`src/design/adcs_pkg.sv`:
```
// Shared constants, register codes and payload types of the ADC scan averager.
`default_nettype none
package adcs_pkg;

	localparam int SAMPLES      = 100;
	localparam int NUM_CHANNELS = 4;

	localparam int CH_W      = 2;
	localparam int SAMPLE_W  = 12;
	localparam int CMD_W     = 8;
	localparam int AVG_W     = 14;
	localparam int SUM_W     = 21;
	localparam int CNT_W     = 8;
	localparam int TAKEN_W   = 7;
	localparam int IVL_W     = 6;
	localparam int CFG_IDX_W = 3;
	localparam int CFG_DAT_W = 8;

	// Reciprocal of SAMPLES, exact for every sum below 2^SUM_W.
	localparam int DIV_SHIFT = 28;
	localparam longint DIV_MUL_VAL = ((64'd1 << DIV_SHIFT) + SAMPLES - 1) / SAMPLES;
	localparam int DIV_MUL_W = $clog2(DIV_MUL_VAL + 1);

	typedef enum logic [CFG_IDX_W-1:0] {
		REG_CMD0     = 3'd0,
		REG_CMD1     = 3'd1,
		REG_CMD2     = 3'd2,
		REG_CMD3     = 3'd3,
		REG_SCALED   = 3'd4,
		REG_INTERVAL = 3'd5
	} cfg_reg_t;

	typedef struct packed {
		logic                req_type;
		logic [SAMPLE_W-1:0] sample;
	} req_item_t;

	typedef struct packed {
		logic             busy_res;
		logic             cmd_valid;
		logic [CMD_W-1:0] cmd_byte;
		logic             avg_valid;
		logic [CH_W-1:0]  avg_channel;
		logic [AVG_W-1:0] avg_value;
	} res_item_t;

endpackage
`default_nettype wire

```
`src/design/adcs_req_if.sv`:
```
// Request channel carrying ticks and returned samples.
`default_nettype none
interface adcs_req_if;
	import adcs_pkg::*;
	logic      valid;
	logic      ready;
	req_item_t data;
	modport source (output valid, output data, input ready);
	modport sink (input valid, input data, output ready);
endinterface
`default_nettype wire

```
`src/design/adcs_res_if.sv`:
```
// Result channel carrying one result per request.
`default_nettype none
interface adcs_res_if;
	import adcs_pkg::*;
	logic      valid;
	logic      ready;
	res_item_t data;
	modport source (output valid, output data, input ready);
	modport sink (input valid, input data, output ready);
endinterface
`default_nettype wire

```
`src/design/adcs_cfg_if.sv`:
```
// Configuration write channel with register index and write data.
`default_nettype none
interface adcs_cfg_if;
	import adcs_pkg::*;
	logic                 valid;
	logic                 ready;
	logic [CFG_IDX_W-1:0] index;
	logic [CFG_DAT_W-1:0] data;
	modport source (output valid, output index, output data, input ready);
	modport sink (input valid, input index, input data, output ready);
endinterface
`default_nettype wire

```
`src/design/adc_channel_scan_averager_core.sv`:
```
// Top level of the four-channel ADC scan averager with burst averaging.
//
// The req channel takes scheduler ticks and returned converter samples; every
// request yields exactly one result on the res channel, in order. Ticks while
// idle advance the scan counter and may start a burst on the next channel,
// which raises cmd_valid with that channel's command byte. Samples during a
// burst are accumulated and the command is reissued until the sample count is
// reached, when the floor average is returned with avg_valid.
// One request is taken every cycle while the skid register is empty. All
// arithmetic for a request, including the reciprocal multiply for the
// average, sits between the request handshake and the output register.
// A skid register behind the output register lets one more request in while
// the receiver stalls; req.ready falls only once both are full.
// The cfg channel is always ready; the user must write it only while the block
// is idle, which the block does not enforce. Reset clears the scan and burst
// state and loads default command bytes, scaled channel 2 and tick interval 5.
`default_nettype none
module adc_channel_scan_averager_core (
	input  wire       clk,
	input  wire       arst_n,
	adcs_req_if.sink  req,
	adcs_res_if.source res,
	adcs_cfg_if.sink  cfg
);
	import adcs_pkg::*;

	localparam logic [DIV_MUL_W-1:0] DIV_MUL = DIV_MUL_W'(DIV_MUL_VAL);

	logic [CMD_W-1:0]   cmd_q [NUM_CHANNELS];
	logic [CH_W-1:0]    scaled_q;
	logic [IVL_W-1:0]   interval_q;

	logic [CNT_W-1:0]   tick_count_q;
	logic               burst_q;
	logic [CH_W-1:0]    burst_ch_q;
	logic [TAKEN_W-1:0] taken_q;
	logic [SUM_W-1:0]   sum_q;

	logic               out_valid_q;
	res_item_t          out_q;
	logic               skid_valid_q;
	res_item_t          skid_q;

	logic               acc;
	logic               out_free;
	res_item_t          res_new;

	logic [CNT_W-1:0]   tick_count_d;
	logic               burst_d;
	logic [CH_W-1:0]    burst_ch_d;
	logic [TAKEN_W-1:0] taken_d;
	logic [SUM_W-1:0]   sum_d;

	logic [IVL_W-1:0]   iv;
	logic [CNT_W-1:0]   cnt_inc;
	logic               start;
	logic [CH_W-1:0]    start_ch;
	logic [AVG_W-1:0]   smp_add;
	logic [SUM_W-1:0]   sum_add;
	logic [TAKEN_W-1:0] taken_inc;
	logic [SUM_W+DIV_MUL_W-1:0] prod;

	assign acc       = req.valid && req.ready;
	assign out_free  = !out_valid_q || res.ready;
	assign req.ready = !skid_valid_q;
	assign res.valid = out_valid_q;
	assign res.data  = out_q;
	assign cfg.ready = 1'b1;

	always_comb begin
		iv       = (interval_q == '0) ? IVL_W'(1) : interval_q;
		cnt_inc  = tick_count_q + CNT_W'(1);
		start    = 1'b0;
		start_ch = '0;
		for (int k = 0; k < NUM_CHANNELS; k++) begin
			if (cnt_inc == CNT_W'((k + 1) * iv)) begin
				start    = 1'b1;
				start_ch = CH_W'(k);
			end
		end

		if (burst_ch_q == scaled_q && {1'b0, burst_ch_q} < (CH_W + 1)'(NUM_CHANNELS)) begin
			smp_add = {req.data.sample, 2'b00};
		end else begin
			smp_add = AVG_W'(req.data.sample);
		end
		sum_add   = sum_q + SUM_W'(smp_add);
		taken_inc = taken_q + TAKEN_W'(1);
		prod      = (SUM_W + DIV_MUL_W)'(sum_add) * (SUM_W + DIV_MUL_W)'(DIV_MUL);

		tick_count_d = tick_count_q;
		burst_d      = burst_q;
		burst_ch_d   = burst_ch_q;
		taken_d      = taken_q;
		sum_d        = sum_q;
		res_new      = '0;

		if (!req.data.req_type) begin
			if (burst_q) begin
				res_new.busy_res = 1'b1;
			end else begin
				tick_count_d = (cnt_inc >= CNT_W'(NUM_CHANNELS * iv)) ? '0 : cnt_inc;
				if (start) begin
					burst_d            = 1'b1;
					burst_ch_d         = start_ch;
					taken_d            = '0;
					sum_d              = '0;
					res_new.busy_res   = 1'b1;
					res_new.cmd_valid  = 1'b1;
					res_new.cmd_byte   = cmd_q[start_ch];
				end
			end
		end else if (burst_q) begin
			sum_d   = sum_add;
			taken_d = taken_inc;
			if (taken_inc < TAKEN_W'(SAMPLES)) begin
				res_new.busy_res  = 1'b1;
				res_new.cmd_valid = 1'b1;
				res_new.cmd_byte  = cmd_q[burst_ch_q];
			end else begin
				burst_d             = 1'b0;
				res_new.avg_valid   = 1'b1;
				res_new.avg_channel = burst_ch_q;
				res_new.avg_value   = AVG_W'(prod >> DIV_SHIFT);
			end
		end
	end

	always_ff @(posedge clk or negedge arst_n) begin
		if (!arst_n) begin
			cmd_q[0]   <= CMD_W'(148);
			cmd_q[1]   <= CMD_W'(212);
			cmd_q[2]   <= CMD_W'(164);
			cmd_q[3]   <= CMD_W'(228);
			scaled_q   <= CH_W'(2);
			interval_q <= IVL_W'(5);
		end else if (cfg.valid && cfg.ready) begin
			unique case (cfg.index)
				REG_CMD0:     cmd_q[0]   <= cfg.data;
				REG_CMD1:     cmd_q[1]   <= cfg.data;
				REG_CMD2:     cmd_q[2]   <= cfg.data;
				REG_CMD3:     cmd_q[3]   <= cfg.data;
				REG_SCALED:   scaled_q   <= cfg.data[CH_W-1:0];
				REG_INTERVAL: interval_q <= cfg.data[IVL_W-1:0];
				default:      ;
			endcase
		end
	end

	always_ff @(posedge clk or negedge arst_n) begin
		if (!arst_n) begin
			tick_count_q <= '0;
			burst_q      <= 1'b0;
			burst_ch_q   <= '0;
			taken_q      <= '0;
			sum_q        <= '0;
		end else if (acc) begin
			tick_count_q <= tick_count_d;
			burst_q      <= burst_d;
			burst_ch_q   <= burst_ch_d;
			taken_q      <= taken_d;
			sum_q        <= sum_d;
		end
	end

	always_ff @(posedge clk or negedge arst_n) begin
		if (!arst_n) begin
			out_valid_q  <= 1'b0;
			skid_valid_q <= 1'b0;
		end else if (out_free) begin
			out_valid_q  <= skid_valid_q || acc;
			skid_valid_q <= 1'b0;
		end else if (acc) begin
			skid_valid_q <= 1'b1;
		end
	end

	always_ff @(posedge clk) begin
		if (out_free) begin
			if (skid_valid_q) begin
				out_q <= skid_q;
			end else if (acc) begin
				out_q <= res_new;
			end
		end else if (acc) begin
			skid_q <= res_new;
		end
	end

	a_skid_behind_out: assert property (@(posedge clk) disable iff (!arst_n)
		skid_valid_q |-> out_valid_q)
		else $error("skid register holds a result while the output register is empty");

	a_stall_fills_skid: assert property (@(posedge clk) disable iff (!arst_n)
		(out_valid_q && !res.ready && acc) |=> skid_valid_q)
		else $error("request accepted during a stall was not held in the skid register");

	a_busy_excludes_avg: assert property (@(posedge clk) disable iff (!arst_n)
		res.valid |-> !(res.data.busy_res && res.data.avg_valid))
		else $error("result marks a burst both running and finished");

	a_count_bounded: assert property (@(posedge clk) disable iff (!arst_n)
		burst_q |-> (taken_q < TAKEN_W'(SAMPLES)))
		else $error("burst still running with the full sample count taken");

endmodule
`default_nettype wire
```
`src/flat_wrapper.sv`:
```
// flat-port wrapper written by rule: the top's interface ports become plain ports
module adc_channel_scan_averager_core_flat import adcs_pkg::*;
  (clk, arst_n, req_valid, req_data, req_ready, res_valid, res_data, res_ready, cfg_valid, cfg_index, cfg_data, cfg_ready);
  adcs_req_if req_i ();
  adcs_res_if res_i ();
  adcs_cfg_if cfg_i ();
  input  wire clk;
  input  wire arst_n;
  input wire logic [$bits(req_i.valid)-1:0] req_valid;
  input wire logic [$bits(req_i.data)-1:0] req_data;
  output wire logic [$bits(req_i.ready)-1:0] req_ready;
  output wire logic [$bits(res_i.valid)-1:0] res_valid;
  output wire logic [$bits(res_i.data)-1:0] res_data;
  input wire logic [$bits(res_i.ready)-1:0] res_ready;
  input wire logic [$bits(cfg_i.valid)-1:0] cfg_valid;
  input wire logic [$bits(cfg_i.index)-1:0] cfg_index;
  input wire logic [$bits(cfg_i.data)-1:0] cfg_data;
  output wire logic [$bits(cfg_i.ready)-1:0] cfg_ready;
  assign req_i.valid = req_valid;
  assign req_i.data = req_data;
  assign req_ready = req_i.ready;
  assign res_valid = res_i.valid;
  assign res_data = res_i.data;
  assign res_i.ready = res_ready;
  assign cfg_i.valid = cfg_valid;
  assign cfg_i.index = cfg_index;
  assign cfg_i.data = cfg_data;
  assign cfg_ready = cfg_i.ready;
  adc_channel_scan_averager_core u_core (.clk(clk), .arst_n(arst_n), .req(req_i), .res(res_i), .cfg(cfg_i));
endmodule
```
`config.mk`:
```
export PLATFORM = sky130hd
export DESIGN_NAME = adc_channel_scan_averager_core_flat
export DESIGN_NICKNAME = d
export VERILOG_FILES = /design/src/design/adcs_pkg.sv /design/src/design/adcs_req_if.sv /design/src/design/adcs_res_if.sv /design/src/design/adcs_cfg_if.sv /design/src/design/adc_channel_scan_averager_core.sv /design/src/flat_wrapper.sv
export SDC_FILE = /design/constraint.sdc
export NUM_CORES = 1
export LEC_CHECK = 0
export ABC_AREA = 1
export BUFFER_PORTS_ARGS = -buffer_cell sky130_fd_sc_hd__buf_2
export CAP_MARGIN = 20
export CORE_MARGIN = 3
export CORE_UTILIZATION = 65
export CTS_CLUSTER_DIAMETER = 80
export DETAILED_ROUTE_END_ITERATION = 16
export PLACE_DENSITY = 0.9
export SLEW_MARGIN = 20
export SYNTH_ARGS = -nofsm -noshare
export SYNTH_HDL_FRONTEND = slang
export SYNTH_SLANG_ARGS = --single-unit
```
`constraint.sdc`:
```
create_clock -name clk -period 10.7 [get_ports clk]
set_input_delay 1.605 -clock clk [delete_from_list [all_inputs] [get_ports clk]]
set_output_delay 1.605 -clock clk [all_outputs]
set_load 0.02 [all_outputs]
```
After elaboration in Yosys (flattened, before gate mapping)

Cells that the tools add are included.

Reduce and logical (&&, ||, !) cells: 21
Multiplexer cells: 41
Bitwise logic cells: 5
Eq/ne operators: 12
$mul: 2
Add/sub/neg operators: 3
Magnitude comparators: 4

Operator list:

| cell                                                                   | number |
|---|---|
| 21-bit two-way mux                                                     | 4 |
| 27-bit two-way mux                                                     | 3 |
| 21-bit by 22-bit multiplier with 42-bit output (second input constant) | 1 |
| 8-bit two-way mux                                                      | 5 |
| 17-bit two-way mux                                                     | 2 |
| 8-bit binary-select mux with 2-bit select                              | 2 |
| 10-bit two-way mux                                                     | 3 |
| 7-bit two-way mux                                                      | 4 |
| 21-bit by 14-bit adder with 21-bit output                              | 1 |
| 8-bit equality test                                                    | 2 |
| 2-bit AND reduction                                                    | 8 |
| 14-bit two-way mux                                                     | 1 |
| 1-bit two-way mux                                                      | 13 |
| 9-bit two-way mux                                                      | 1 |
| 8-bit by 1-bit adder with 8-bit output (second input constant)         | 1 |
| 8-bit by 6-bit equality test with 1-bit output                         | 1 |
| 8-bit by 7-bit equality test with 1-bit output                         | 1 |
| 8-bit >= comparator                                                    | 1 |
| 2-bit by 6-bit multiplier with 8-bit output (first input constant)     | 1 |
| 4-bit AND reduction                                                    | 2 |
| 7-bit by 1-bit adder with 7-bit output (second input constant)         | 1 |
| 7-bit less-than comparator (second input constant)                     | 1 |
| 3-bit by 2-bit equality test with 1-bit output (second input constant) | 2 |
| 3-bit equality test (second input constant)                            | 2 |
| other kinds (16)                                                       | 25 |

Bits of input ports: 29
Register bits: 135
Logic and storage cells: 113
Output and inout port bits: 30

Logic depth before layout (Yosys ltp)

Depth after elaboration: 15
Depth in mapped cells: 50
Mapped depth without buffers: 48

Worst setup path before layout

Ideal clock, no wire load.

Path type: input to register
Start: input port req_data[0]
End: register u_core.skid_q[8] (netlist name) (data pin)
Library setup time: 0.255 ns
Stages on the path: 40
Data arrival time: 8.436 ns
Path buffers: 0
Path slack: 2.009 ns
Data required time: 10.445 ns
Cells stage by stage: inv_1 > nor2_1 > ha_1 > fa_1 > nand2_1 > inv_1 > nand2_1 > nand2_1 > nand2_1 > nand2_1 > nand3_1 > nand2_1 > xor2_1 > inv_1 > ha_1 > inv_1 > ha_1 > or2_2 > [4 not listed] > fa_1 > fa_1 > inv_1 > fa_1 > inv_1 > ha_1 > ha_1 > a21o_1 > a21oi_1 > nor2_1 > nor2_1 > inv_1 > a21oi_1 > nand2_1 > nand2_1 > nand3_1 > or2_2 > and3_1

RTL lines:

| element              | line                                  | source |
|---|---|---|
| start, declared      | flat_wrapper.sv:10                    | `input wire logic [$bits(req_i.data)-1:0] req_data;` |
| end signal, assigned | adc_channel_scan_averager_core.sv:186 | `skid_q <= res_new;` |
| end, declared        | adc_channel_scan_averager_core.sv:42  | `res_item_t skid_q;` |

==> reports/results.ini <==
[critical_path]
crit_type = reg -> reg
crit_path_top_delay_cell = xor2_1
cp-start-kind = register
cp.arrival_ns = 9.72
cp.required_ns = 10.90
crit_top_cell = inv_1
end_kind = register
worstPathMaxFanout = 13
critical_path.max_stage_delay_ns = 0.62

[logic_synthesis]
synthesis.nets = 2368
synthArstFlopShare_pct = 60.0
synth_enable_flop_cells = 54
synth_warnings = 0
syn_inst = 1957
yosys.area.top_type = fa_1
yosysTopAreaCellShare_pct = 18.5
ys_types = 45
synth_seq_area_share_pct = 23.0
yosys_most_used_dff = dfrtp_1
ys_ff_latch = 135
netlist_area_um2 = 15900
synth_area_leaders = fa_1 18%, ha_1 18%, nand2_1 11%, edfxtp_1 10%, dfrtp_1 10%
syn_area_per_cell_um2 = 8.14

[global_route]
grt_pass1_vias = 13900
grt_max_degree = 80
antenna_found_initial = 0
grt_usage_pct = 33.1
overflow = 0
grt_pass1_wl_um = 69300

[clock_tree]
ctsResizeCount = 0
cts_max_path_buffers = 2
cts_buffers = 17
cts_tree = built
clock_sinks = 135
post_cts_buffers = 0
cts-htree-levels = 4
clkTransAtPathRegs_ns = 0.08
root_buffer = clkbuf_16
clock_latency_ns = 0.45
ctsHoldBuffers = 0

[placed_design]
port_buffers = 57
hpwl_um = 34100
gp_congestion = 1.03
post-place-cells = 2314

[layout]
nFillCells = 1756
area_growth_pct = 7.67
nNetsFinal = 2425
multi_input_area_um2 = 10600
seq_area_um2 = 3670
finalNonFillerCells = 2347
final_core_util_pct = 72.2
drive_above_1_share_pct = 7.89

[timing]
skew_ns = 0.0166
holdWs_ns = 0.496
period_needed_ns = 9.53
worst_pin_slew_ns = 0.976
setup_violations = 0
max_freq_mhz = 105
slew_viol_final = 0
period_share_pct = 89.0
grt_setup_unrepaired = no
hold_violations = 0
setup-tns-final_ns = 0
relSlewSlack_pct = 34.5

[floorplanning]
core_um2 = 23800
fp.dieH_um = 163
die_area_um2 = 26400
fp-row-count = 56
start_util_pct = 67.1
die_x_um = 163
pin_count = 59

[min_path]
hold_path_class = reg -> reg

[routing]
detail-route-antenna-nets = 0
post_drt_wl_per_cell_um = 17.9
vias = 13500
drtIter0Drc = 1138
first_pass_iters = 6
vias_per_cell = 5.75
drc = 0
drt_wl_total_um = 42100

[status]
status = finished clean

[run]
cap_viol_max_count = 0

[per-layer routing]
| metal | track usage (%) | wire length (um) | vias to the layer above |
|---|---|---|---|
| met2 | 58.4 | 21200 | 644 |
| met5 | 0 | 0 | - |
| met3 | 4.93 | 2990 | 145 |
| met4 | 14.1 | 2020 | 0 |
| li1 | - | - | 6313 |
| met1 | 40.8 | 15900 | 6384 |
[area by class of cell]
| cell class | count | share of cell area, % |
|---|---|---|
| clock buffers | 17 | 2.48 |
| well taps | 319 | 2.33 |
| multi-input cells | 1398 | 62.0 |
| flip-flops and latches | 135 | 21.4 |
| diodes | 1 | 0.0146 |
| clock inverters | 15 | 1.04 |
| repair buffers | 66 | 2.09 |
| inverters | 396 | 8.67 |
[synth_stat cells (5+ instances only)]
cell type / number
a21o_1: 6
a21oi_1: 83
a31oi_1: 5
buf_6: 5
clkbuf_1: 20
dfrtp_1: 64
dfstp_2: 17
edfxtp_1: 54
fa_1: 147
ha_1: 235
inv_1: 387
inv_2: 7
nand2_1: 455
nand2_2: 8
nand3_1: 80
nand4_1: 18
nor2_1: 121
nor2_2: 6
nor3_1: 9
o21a_1: 6
o21ai_0: 104
o21ai_1: 18
o21bai_1: 9
o22ai_1: 11
or2_2: 10
xnor2_1: 13
xor2_1: 25
[worst max-delay path, delay by kind of cell, from the launching register on]
family,cells,cell delay [ns]
AND/OR/NAND/NOR,15,2.24
adder cells (fa/ha/maj),10,4.29
XOR/XNOR,2,0.75
flip-flops,1,0.54
buffers and inverters,8,1.10
AO/OA/AOI/OAI,2,0.35
[final timing paths]
check                                                from                                  to  slack [ns]  cells past startpoint
setup / recovery           u_core.scaled_q[1]$_DFFE_PN1P_         u_core.skid_q[13]$_DFFE_PP_        1.17                     37
hold / removal               u_core.cmd_q[26]$_DFFE_PN1P_        u_core.cmd_q[26]$_DFFE_PN1P_        0.50                      2
setup reg to reg           u_core.scaled_q[1]$_DFFE_PN1P_         u_core.skid_q[13]$_DFFE_PP_        1.17                     37
hold reg to reg              u_core.cmd_q[26]$_DFFE_PN1P_        u_core.cmd_q[26]$_DFFE_PN1P_        0.50                      2
max in group asynchronous                          arst_n  u_core.tick_count_q[7]$_DFFE_PN0P_        8.80                      2
min in group asynchronous                          arst_n         u_core.sum_q[3]$_DFFE_PN0P_        0.94                      1
[registers in the layout, indices dropped and copies added, names as in the netlist]
register and count:
u_core.burst_ch_q 2, u_core.burst_q 1, u_core.cmd_q 32, u_core.interval_q 6, u_core.res.data 27, u_core.res.valid 1, u_core.scaled_q 2, u_core.skid_q 27
u_core.skid_valid_q 1, u_core.sum_q 21, u_core.taken_q 7, u_core.tick_count_q 8
[placed cells by master, fill, tap and decap left out, types with 10 or more instances in the layout]
cell / Yosys / routed
o22ai_1: 11 / 11
nand4_1: 18 / 18
nand2_1: 455 / 455
clkbuf_16: 0 / 17
dfstp_2: 17 / 17
xor2_1: 25 / 25
fa_1: 147 / 147
o21ai_1: 18 / 18
nor2_1: 121 / 119
dfrtp_1: 64 / 64
a21oi_1: 83 / 83
xnor2_1: 13 / 13
edfxtp_1: 54 / 54
o21ai_0: 104 / 104
or2_2: 10 / 10
ha_1: 235 / 235
nand3_1: 80 / 80
buf_2: 1 / 56
inv_1: 387 / 387
[logic make-up after synthesis]
| group | share of synthesized area (%) |
|---|---|
| AOI/OAI and AO/OA | 8.38 |
| adders and majority gates | 36.9 |
| other | 0.0235 |
| buffers and inverters | 10.3 |
| and+or+nand+nor | 19.3 |
| xor gates and xnor gates | 2.09 |
| DFF | 23.0 |
[per-stage QoR]
step / cell area [um2] / worst slack [ns]
floorplan: 15900 / 2.01
global placement: 16500 / 1.19
detailed placement: 16500 / 1.07
CTS: 17100 / 1.28
global route: 17100 / 0.572
finish: 17200 / 1.17
Power is not shown: default switching activity piles up to over one toggle a cycle in this logic, so the estimate is an artifact.
